**config.mk**
```make
export PLATFORM = sky130hd
export DESIGN_NAME = midi_byte_classifier_core
export DESIGN_NICKNAME = d
export VERILOG_FILES = /design/src/rtl/mbc_pkg.sv /design/src/rtl/mbc_classify.sv /design/src/rtl/midi_byte_classifier_core.sv
export SDC_FILE = /design/constraint.sdc
export NUM_CORES = 1
export LEC_CHECK = 0
export BUFFER_PORTS_ARGS = -buffer_cell sky130_fd_sc_hd__buf_2
export CAP_MARGIN = 20
export CORE_ASPECT_RATIO = 1.1
export CORE_MARGIN = 3
export CORE_UTILIZATION = 50
export DETAILED_ROUTE_END_ITERATION = 12
export PLACE_DENSITY = 0.82
export SYNTH_ARGS = -nofsm -noshare
export SYNTH_HDL_FRONTEND = slang
export SYNTH_SLANG_ARGS = --single-unit
```
**constraint.sdc**
```tcl
create_clock -name clk -period 2.36 [get_ports clk]
set_input_delay 0.472 -clock clk [delete_from_list [all_inputs] [get_ports clk]]
set_output_delay 0.472 -clock clk [all_outputs]
set_load 0.02 [all_outputs]
```
**src/rtl/mbc_pkg.sv**
```systemverilog
`default_nettype none
// ----------------------------------------------------------------------------
// mbc_pkg
// Types, frame kind codes and parameter kind tables for the MIDI byte
// classifier.
// ----------------------------------------------------------------------------
package mbc_pkg;

    typedef logic [1:0] cnt_t;
    typedef logic [2:0] cmd_kind_t;
    typedef logic [5:0] frame_kind_t;
    typedef logic signed [4:0] chan_tag_t;

    typedef struct packed {
        logic [7:0] byte_echo;
        frame_kind_t frame_kind;
        chan_tag_t channel_tag;
    } mbc_res_t;

    localparam cnt_t CNT_FIRST  = 2'd1;
    localparam cnt_t CNT_SECOND = 2'd2;
    localparam cnt_t CNT_NONE   = 2'd3;

    localparam cmd_kind_t CMD_NONE       = 3'd0;
    localparam cmd_kind_t CMD_NOTE_OFF   = 3'd1;
    localparam cmd_kind_t CMD_NOTE_ON    = 3'd2;
    localparam cmd_kind_t CMD_AFTERTOUCH = 3'd3;
    localparam cmd_kind_t CMD_CC         = 3'd4;
    localparam cmd_kind_t CMD_PATCH      = 3'd5;
    localparam cmd_kind_t CMD_PRESSURE   = 3'd6;
    localparam cmd_kind_t CMD_PITCH_BEND = 3'd7;

    localparam frame_kind_t KIND_ERROR      = 6'd0;
    localparam frame_kind_t KIND_SYS_BASE   = 6'd8;
    localparam frame_kind_t KIND_ORPHAN     = 6'd24;
    localparam frame_kind_t KIND_KEY        = 6'd25;
    localparam frame_kind_t KIND_VELOCITY   = 6'd26;
    localparam frame_kind_t KIND_TOUCH      = 6'd27;
    localparam frame_kind_t KIND_CTRL_NUM   = 6'd28;
    localparam frame_kind_t KIND_CTRL_VAL   = 6'd29;
    localparam frame_kind_t KIND_INSTRUMENT = 6'd30;
    localparam frame_kind_t KIND_PRESSURE   = 6'd31;
    localparam frame_kind_t KIND_LSB        = 6'd32;
    localparam frame_kind_t KIND_MSB        = 6'd33;

    localparam chan_tag_t TAG_SYSTEM = -5'sd1;
    localparam chan_tag_t TAG_ORPHAN = -5'sd2;

    localparam logic [3:0] NIB_SYSTEM = 4'hF;

    function automatic frame_kind_t first_param_kind(input cmd_kind_t kind);
        frame_kind_t res;
        case (kind)
            CMD_NOTE_OFF:   res = KIND_KEY;
            CMD_NOTE_ON:    res = KIND_KEY;
            CMD_AFTERTOUCH: res = KIND_KEY;
            CMD_CC:         res = KIND_CTRL_NUM;
            CMD_PATCH:      res = KIND_INSTRUMENT;
            CMD_PRESSURE:   res = KIND_PRESSURE;
            CMD_PITCH_BEND: res = KIND_LSB;
            default:        res = KIND_ERROR;
        endcase
        return res;
    endfunction

    function automatic frame_kind_t second_param_kind(input cmd_kind_t kind);
        frame_kind_t res;
        case (kind)
            CMD_NOTE_OFF:   res = KIND_VELOCITY;
            CMD_NOTE_ON:    res = KIND_VELOCITY;
            CMD_AFTERTOUCH: res = KIND_TOUCH;
            CMD_CC:         res = KIND_CTRL_VAL;
            CMD_PITCH_BEND: res = KIND_MSB;
            default:        res = KIND_ERROR;
        endcase
        return res;
    endfunction

endpackage
`default_nettype wire

```
**src/rtl/mbc_classify.sv**
```systemverilog
`default_nettype none
// ----------------------------------------------------------------------------
// mbc_classify
// Byte decode and command context: labels one byte and updates the stored
// command kind, channel and parameter position when the byte advances.
// ----------------------------------------------------------------------------
module mbc_classify
    import mbc_pkg::*;
(
    input  wire logic     clk,
    input  wire logic     rst_n,
    input  wire logic     advance,
    input  wire logic [7:0] rx_byte,
    output mbc_res_t      res
);

    cnt_t      cnt_reg;
    cnt_t      cnt_next;
    cmd_kind_t kind_reg;
    cmd_kind_t kind_next;
    logic [3:0] chan_reg;
    logic [3:0] chan_next;
    logic       is_cmd;
    logic       is_sys;

    assign is_sys = (rx_byte[7:4] == NIB_SYSTEM);
    assign is_cmd = rx_byte[7] && !is_sys;

    always_comb
    begin
        res.byte_echo   = rx_byte;
        res.frame_kind  = KIND_ORPHAN;
        res.channel_tag = TAG_ORPHAN;
        if (is_sys)
        begin
            res.frame_kind  = KIND_SYS_BASE + {2'b00, rx_byte[3:0]};
            res.channel_tag = TAG_SYSTEM;
        end
        else if (is_cmd)
        begin
            res.frame_kind  = {3'b000, rx_byte[6:4] + 3'd1};
            res.channel_tag = {1'b0, rx_byte[3:0]};
        end
        else if (cnt_reg == CNT_FIRST)
        begin
            res.frame_kind  = first_param_kind(kind_reg);
            res.channel_tag = {1'b0, chan_reg};
        end
        else if (cnt_reg == CNT_SECOND)
        begin
            res.frame_kind  = second_param_kind(kind_reg);
            res.channel_tag = {1'b0, chan_reg};
        end
    end

    always_comb
    begin
        cnt_next  = cnt_reg;
        kind_next = kind_reg;
        chan_next = chan_reg;
        if (is_cmd)
        begin
            cnt_next  = CNT_FIRST;
            kind_next = rx_byte[6:4] + 3'd1;
            chan_next = rx_byte[3:0];
        end
        else if (cnt_reg != CNT_NONE)
        begin
            cnt_next = cnt_reg + 2'd1;
        end
    end

    always_ff @(posedge clk or negedge rst_n)
    begin
        if (!rst_n)
        begin
            cnt_reg  <= CNT_NONE;
            kind_reg <= CMD_NONE;
            chan_reg <= 4'd0;
        end
        else if (advance)
        begin
            cnt_reg  <= cnt_next;
            kind_reg <= kind_next;
            chan_reg <= chan_next;
        end
    end

`ifndef ASSERT_OFF
    a_cmd_sets_first: assert property (@(posedge clk) disable iff (!rst_n)
        advance && is_cmd |=> cnt_reg == CNT_FIRST)
        else $error("command byte did not set first parameter position");

    a_kind_valid: assert property (@(posedge clk) disable iff (!rst_n)
        cnt_reg != CNT_NONE |-> kind_reg != CMD_NONE)
        else $error("parameter position active without stored command");

    a_saturate: assert property (@(posedge clk) disable iff (!rst_n)
        advance && !is_cmd && cnt_reg == CNT_NONE |=> cnt_reg == CNT_NONE)
        else $error("position counter left saturation without command");

    a_hold: assert property (@(posedge clk) disable iff (!rst_n)
        !advance |=> $stable(cnt_reg) && $stable(kind_reg) && $stable(chan_reg))
        else $error("command context changed without an advancing byte");
`endif

endmodule
`default_nettype wire

```
**src/rtl/midi_byte_classifier_core.sv**
```systemverilog
`default_nettype none
// ----------------------------------------------------------------------------
// midi_byte_classifier_core
// Stream front end: input byte register, classifier and result register.
// ----------------------------------------------------------------------------
// Path: an accepted byte goes through the input byte register, the classifier and the result register.
// Throughput: one byte per cycle; set by the input and result registers,
// which both advance whenever the result side can take a word.
// Reset: asynchronous; empties both registers and clears the command
// context to "no command seen".
module midi_byte_classifier_core
    import mbc_pkg::*;
(
    input  wire logic        clk,
    input  wire logic        rst_n,
    input  wire logic        s_axis_tvalid,
    output logic             s_axis_tready,
    input  wire logic [7:0]  s_axis_tdata,   // [7:0] rx_byte
    output logic             m_axis_tvalid,
    input  wire logic        m_axis_tready,
    output logic [15:0]      m_axis_tdata,   // [7:0] byte_echo, [12:8] channel_tag
    output logic [5:0]       m_axis_tuser    // [5:0] frame_kind
);

    logic       in_valid_reg;
    logic [7:0] in_byte_reg;
    logic       out_valid_reg;
    mbc_res_t   out_res_reg;
    mbc_res_t   res;
    logic       out_open;
    logic       advance;

    assign out_open      = !out_valid_reg || m_axis_tready;
    assign advance       = in_valid_reg && out_open;
    assign s_axis_tready = !in_valid_reg || out_open;

    mbc_classify u_classify (
        .clk     (clk),
        .rst_n   (rst_n),
        .advance (advance),
        .rx_byte (in_byte_reg),
        .res     (res)
    );

    always_ff @(posedge clk or negedge rst_n)
    begin
        if (!rst_n)
        begin
            in_valid_reg  <= 1'b0;
            out_valid_reg <= 1'b0;
        end
        else
        begin
            if (s_axis_tready)
            begin
                in_valid_reg <= s_axis_tvalid;
            end
            if (out_open)
            begin
                out_valid_reg <= in_valid_reg;
            end
        end
    end

    always_ff @(posedge clk)
    begin
        if (s_axis_tvalid && s_axis_tready)
        begin
            in_byte_reg <= s_axis_tdata;
        end
        if (advance)
        begin
            out_res_reg <= res;
        end
    end

    assign m_axis_tvalid = out_valid_reg;
    assign m_axis_tdata  = {3'b000, out_res_reg.channel_tag, out_res_reg.byte_echo};
    assign m_axis_tuser  = out_res_reg.frame_kind;

endmodule
`default_nettype wire

```
# Yosys cells after proc, flatten, opt, wreduce, memory -nomap -nowiden
# Cells that the tools add are included.
# word_totals
reg_bits	38
elab_cells	44
inputBits	12
# op_classes
n_addsub	3
eq_ne	11
mux	8
n_reduce_logical	13
# ops
cell	n
11-bit two-way mux	4
6-bit case mux with 5 select lines	1
6-bit case mux with 4 select lines	1
3-bit == test, second input constant	4
3-bit by 2-bit == test with 1-bit output, second input constant	2
4-bit by 4-bit adder with 5-bit output, first input constant	1
4-bit == test, second input constant	1
2-bit two-way mux	2
2-bit AND reduction	2
3-bit by 1-bit adder with 3-bit output, second input constant	1
3-bit by 1-bit == test with 1-bit output, second input constant	1
1-bit logical AND	3
1-bit zero test	3
3-bit OR reduction	1
2-bit by 1-bit adder with 2-bit output, second input constant	1
2-bit by 1-bit == test with 1-bit output, second input constant	1
2-bit == test, second input constant	1
1-bit logical OR	2
2-bit != test, second input constant	1
2-bit nonzero test	1
2-bit OR reduction	1

# Longest topological paths before layout
# depth
word_depth	7
depth_mapped	6
depth_no_buf	6

# Hierarchy
# Synthesis repeated with hierarchy kept, for this count alone.
# hier_totals
cells_unflattened	124
area_unflattened_um2	1687.9
# by_module_without_submodules
mod	area_each_um2	n_inst	cells_each	seq_area_each_um2
midi_byte_classifier_core	940.9	1	39	860.8
mbc_classify	747.0	1	85	227.7

# Least setup slack after synthesis
# OpenSTA, ideal clock, no wires.
# synth_timing
path_type	register to register
startpoint	register u_classify.cnt_reg[0]
endpoint	register out_res_reg, in the netlist m_axis_tuser[0] (data pin)
t_required_ns	2.103
setup_ns	0.257
n_path_buf	0
period_less_slack_ns	1.649
slack_ns	0.711
path_stages_with_launch	7
t_arrival_ns	1.393
cell_sequence	dfstp_2 -> inv_1 -> ha_1 -> and2b_1 -> a311oi_1 -> a211o_1 -> nand2_1
# synth_lines
item	line_no	source
from (decl)	mbc_classify.sv:17	cnt_t cnt_reg;
from (signal assigned)	mbc_classify.sv:83	cnt_reg <= cnt_next;
to (signal assigned)	midi_byte_classifier_core.sv:73	out_res_reg <= res;
to (decl)	midi_byte_classifier_core.sv:28	mbc_res_t out_res_reg;

==> flow_metrics.env <==
export IMPL_start_util=0.533
export IMPL_start_kind="flip-flop"
export IMPL_grt_usage=0.165
export IMPL_die_h_um=66.3
export IMPL_num_rows=21
export IMPL_ys_types=36
export IMPL_die_area_sq_mm=0.00404
export IMPL_cts_tree="built"
export IMPL_preCtsSetupSlack_ns=0.562
export IMPL_cts_htree_levels=2
export IMPL_tns_ns=0
export IMPL_route_detailed_drc=0
export IMPL_grt_start_max_net_pins=20
export IMPL_cts_buffer_depth=2
export IMPL_cp_required_ns=2.47
export IMPL_setup_slack_ns=0.566
export IMPL_gr_total_overflow=0
export IMPL_antenna_cells=0
export IMPL_wirelength_um=2830
export IMPL_powerDensity_mw_per_mm2=956
export IMPL_cp_max_fo=5
export IMPL_place_inst=184
export IMPL_ioPinCount=36
export IMPL_yosysWarnings=0
export IMPL_cts_reportedPaths_clkPinSlew_ns=0.10
export IMPL_post_cts_buffers=0
export IMPL_synth_area_sq_mm=0.00165
export IMPL_final_nets=174
export IMPL_synth_area_per_cell_sq_um=13.6
export IMPL_vdd_drop_max_uv=436
export IMPL_hold_depth=1
export IMPL_period_share=0.760
export IMPL_die_x_um=60.8
export IMPL_clock_skew_ns=0.00715
export IMPL_core_sq_mm=0.00310
export IMPL_period_minus_slack_ns=1.79
export IMPL_numCtsBuffers=5
export IMPL_clk_latency_ns=0.36
export IMPL_synthArstFlopShare=0.289
export IMPL_ant_nets=0
export IMPL_outcome="completed"
export IMPL_root_buffer="clkbuf_4"
export IMPL_ys_seq_area_frac=0.658
export IMPL_slew_viol_final=0
export IMPL_gp_congestion=0.827
export IMPL_synth_edf_count=27
export IMPL_fmax_ghz=0.557
export IMPL_reg2reg_depth=6
export IMPL_drive_gt1_frac=0.314
export IMPL_drtIter0Drc=26
export IMPL_grt_pass1_wl_um=4750
export IMPL_p_leak_uw=0.000828
export IMPL_via_count=1041
export IMPL_cp_arrival_ns=1.91
export IMPL_min_path_type="in2reg"
export IMPL_final_cells=193
export IMPL_area_growth_pct=16.6
export IMPL_drt_pre_antenna_iters=5
export IMPL_ys_seq_elements=38
export IMPL_rsz0062_at_grt="false"
export IMPL_vias_per_cell=5.39
export IMPL_maxCapViolations=0
export IMPL_cts_sinks=38
export IMPL_end_kind="flip-flop"
export IMPL_antenna_found_initial=0
export IMPL_largest_reg_flops=13
export IMPL_setup_viol_count_final=0
export IMPL_postSynthCellCount=122
export IMPL_grt_pass1_vias=1067
export IMPL_hold_viol_final=0
export IMPL_wl_per_cell_um=14.6
export IMPL_hold_slack_ns=0.284
export IMPL_dpl_hpwl_um=2090
export IMPL_synthFlopType="edfxtp_1"
export IMPL_path_class="reg2reg"
export IMPL_utilization=0.622
export IMPL_io_buffers=32
## logic make-up (layout without fill, tap and decap cells)
kind of cell               count (synthesis)  after routing  synth area share
other                                      1              3           0.00227
adders and majority gates                  4              4            0.0303
buffers and inverters                     14             49            0.0393
and+or+nand+nor                           35             35             0.115
muxes                                      5              5            0.0454
AOI/OAI and AO/OA                         25             25             0.110
DFF                                       38             38             0.658
## final cells by class
| class | instances | area [sq um] |
|---|---|---|
| clock inverter | 1 | 30.0 |
| fill | 263 | 1170 |
| inverter | 7 | 26.3 |
| tap | 34 | 42.5 |
| timing repair buffer | 34 | 178 |
| sequential | 38 | 1090 |
| clock buffer | 7 | 55.1 |
| multi-input combinational | 72 | 508 |
## repair_timing
item	in CTS	in global routing
resized for setup	0	0
hold endpoints to repair	9	0
hold buffers	1	0
endpoints found under the setup margin	0	0
## through the flow
stage                     power [uW]  area [sq um]
after floorplan                 1280          1660
after global placement          1370          1830
after detailed placement        1400          1830
after CTS                       1850          1930
after global routing            1950          1930
final                           1840          1930
## cells in the mapped netlist, drive strengths merged (2+ instances only)
cell / count / area (sq um)
a21oi: 4 / 20.0
edfxtp: 27 / 811
ha: 4 / 50.1
nand3: 4 / 32.5
dfrtp: 9 / 225
inv: 7 / 26.3
nand2: 11 / 41.3
dfstp: 2 / 52.6
mux2: 5 / 75.1
and2: 3 / 18.8
o22a: 3 / 26.3
nor4: 2 / 12.5
nand2b: 3 / 18.8
o21ai: 6 / 30.0
nor2: 6 / 22.5
o211ai: 2 / 15.0
clkbuf: 3 / 11.3
buf: 4 / 27.5
a22o: 2 / 17.5
## cell usage in the layout (no fill, tap or decap), types with 2 or more instances in the layout
| master | n |
|---|---|
| a21oi_1 | 4 |
| a22o_1 | 2 |
| and2_1 | 3 |
| buf_2 | 32 |
| clkbuf_4 | 5 |
| conb_1 | 3 |
| dfrtp_1 | 9 |
| dfstp_2 | 2 |
| edfxtp_1 | 27 |
| ha_1 | 4 |
| inv_1 | 7 |
| mux2_4 | 5 |
| nand2_1 | 11 |
| nand2b_1 | 3 |
| nand3_1 | 3 |
| nor2_1 | 6 |
| nor4_1 | 2 |
| o211ai_1 | 2 |
| o21ai_0 | 6 |
| o22a_1 | 3 |
## report_power, final
part	leakage [uW]	internal, uW	switching, uW
Sequential	0.000385	848	80.5
Clock	0.0000455	253	206
Combinational	0.000397	200	256
## critical path, stage by stage (launching register included)
cell      delay, ns
dfstp_2        0.56
inv_1          0.07
ha_1           0.22
and2b_1        0.21
a311oi_1       0.30
a211o_1        0.15
nand2_1        0.05
## worst paths after layout
| check | start | slack [ns] | to |
|---|---|---|---|
| worst min register to register | in_byte_reg[5] | 0.47 | m_axis_tdata[5] |
| min in group asynchronous | rst_n | 0.49 | u_classify.chan_reg[3] |
| worst max-delay path | u_classify.cnt_reg[0] | 0.57 | m_axis_tuser[0] |
| worst max register to register | u_classify.cnt_reg[0] | 0.57 | m_axis_tuser[0] |
| worst min-delay path | s_axis_tdata[1] | 0.28 | in_byte_reg[1] |
| max in group asynchronous | rst_n | 1.60 | u_classify.cnt_reg[0] |
## per-layer routing
metal,share of wire,global-route usage,routed length (um)
met1,0.42,0.201,1190
met4,0.027,0.0976,76
met3,0.066,0.0449,187
met2,0.48,0.257,1370
met5,0,0,0
No activity file was read; power rests on OpenSTA's default activity.
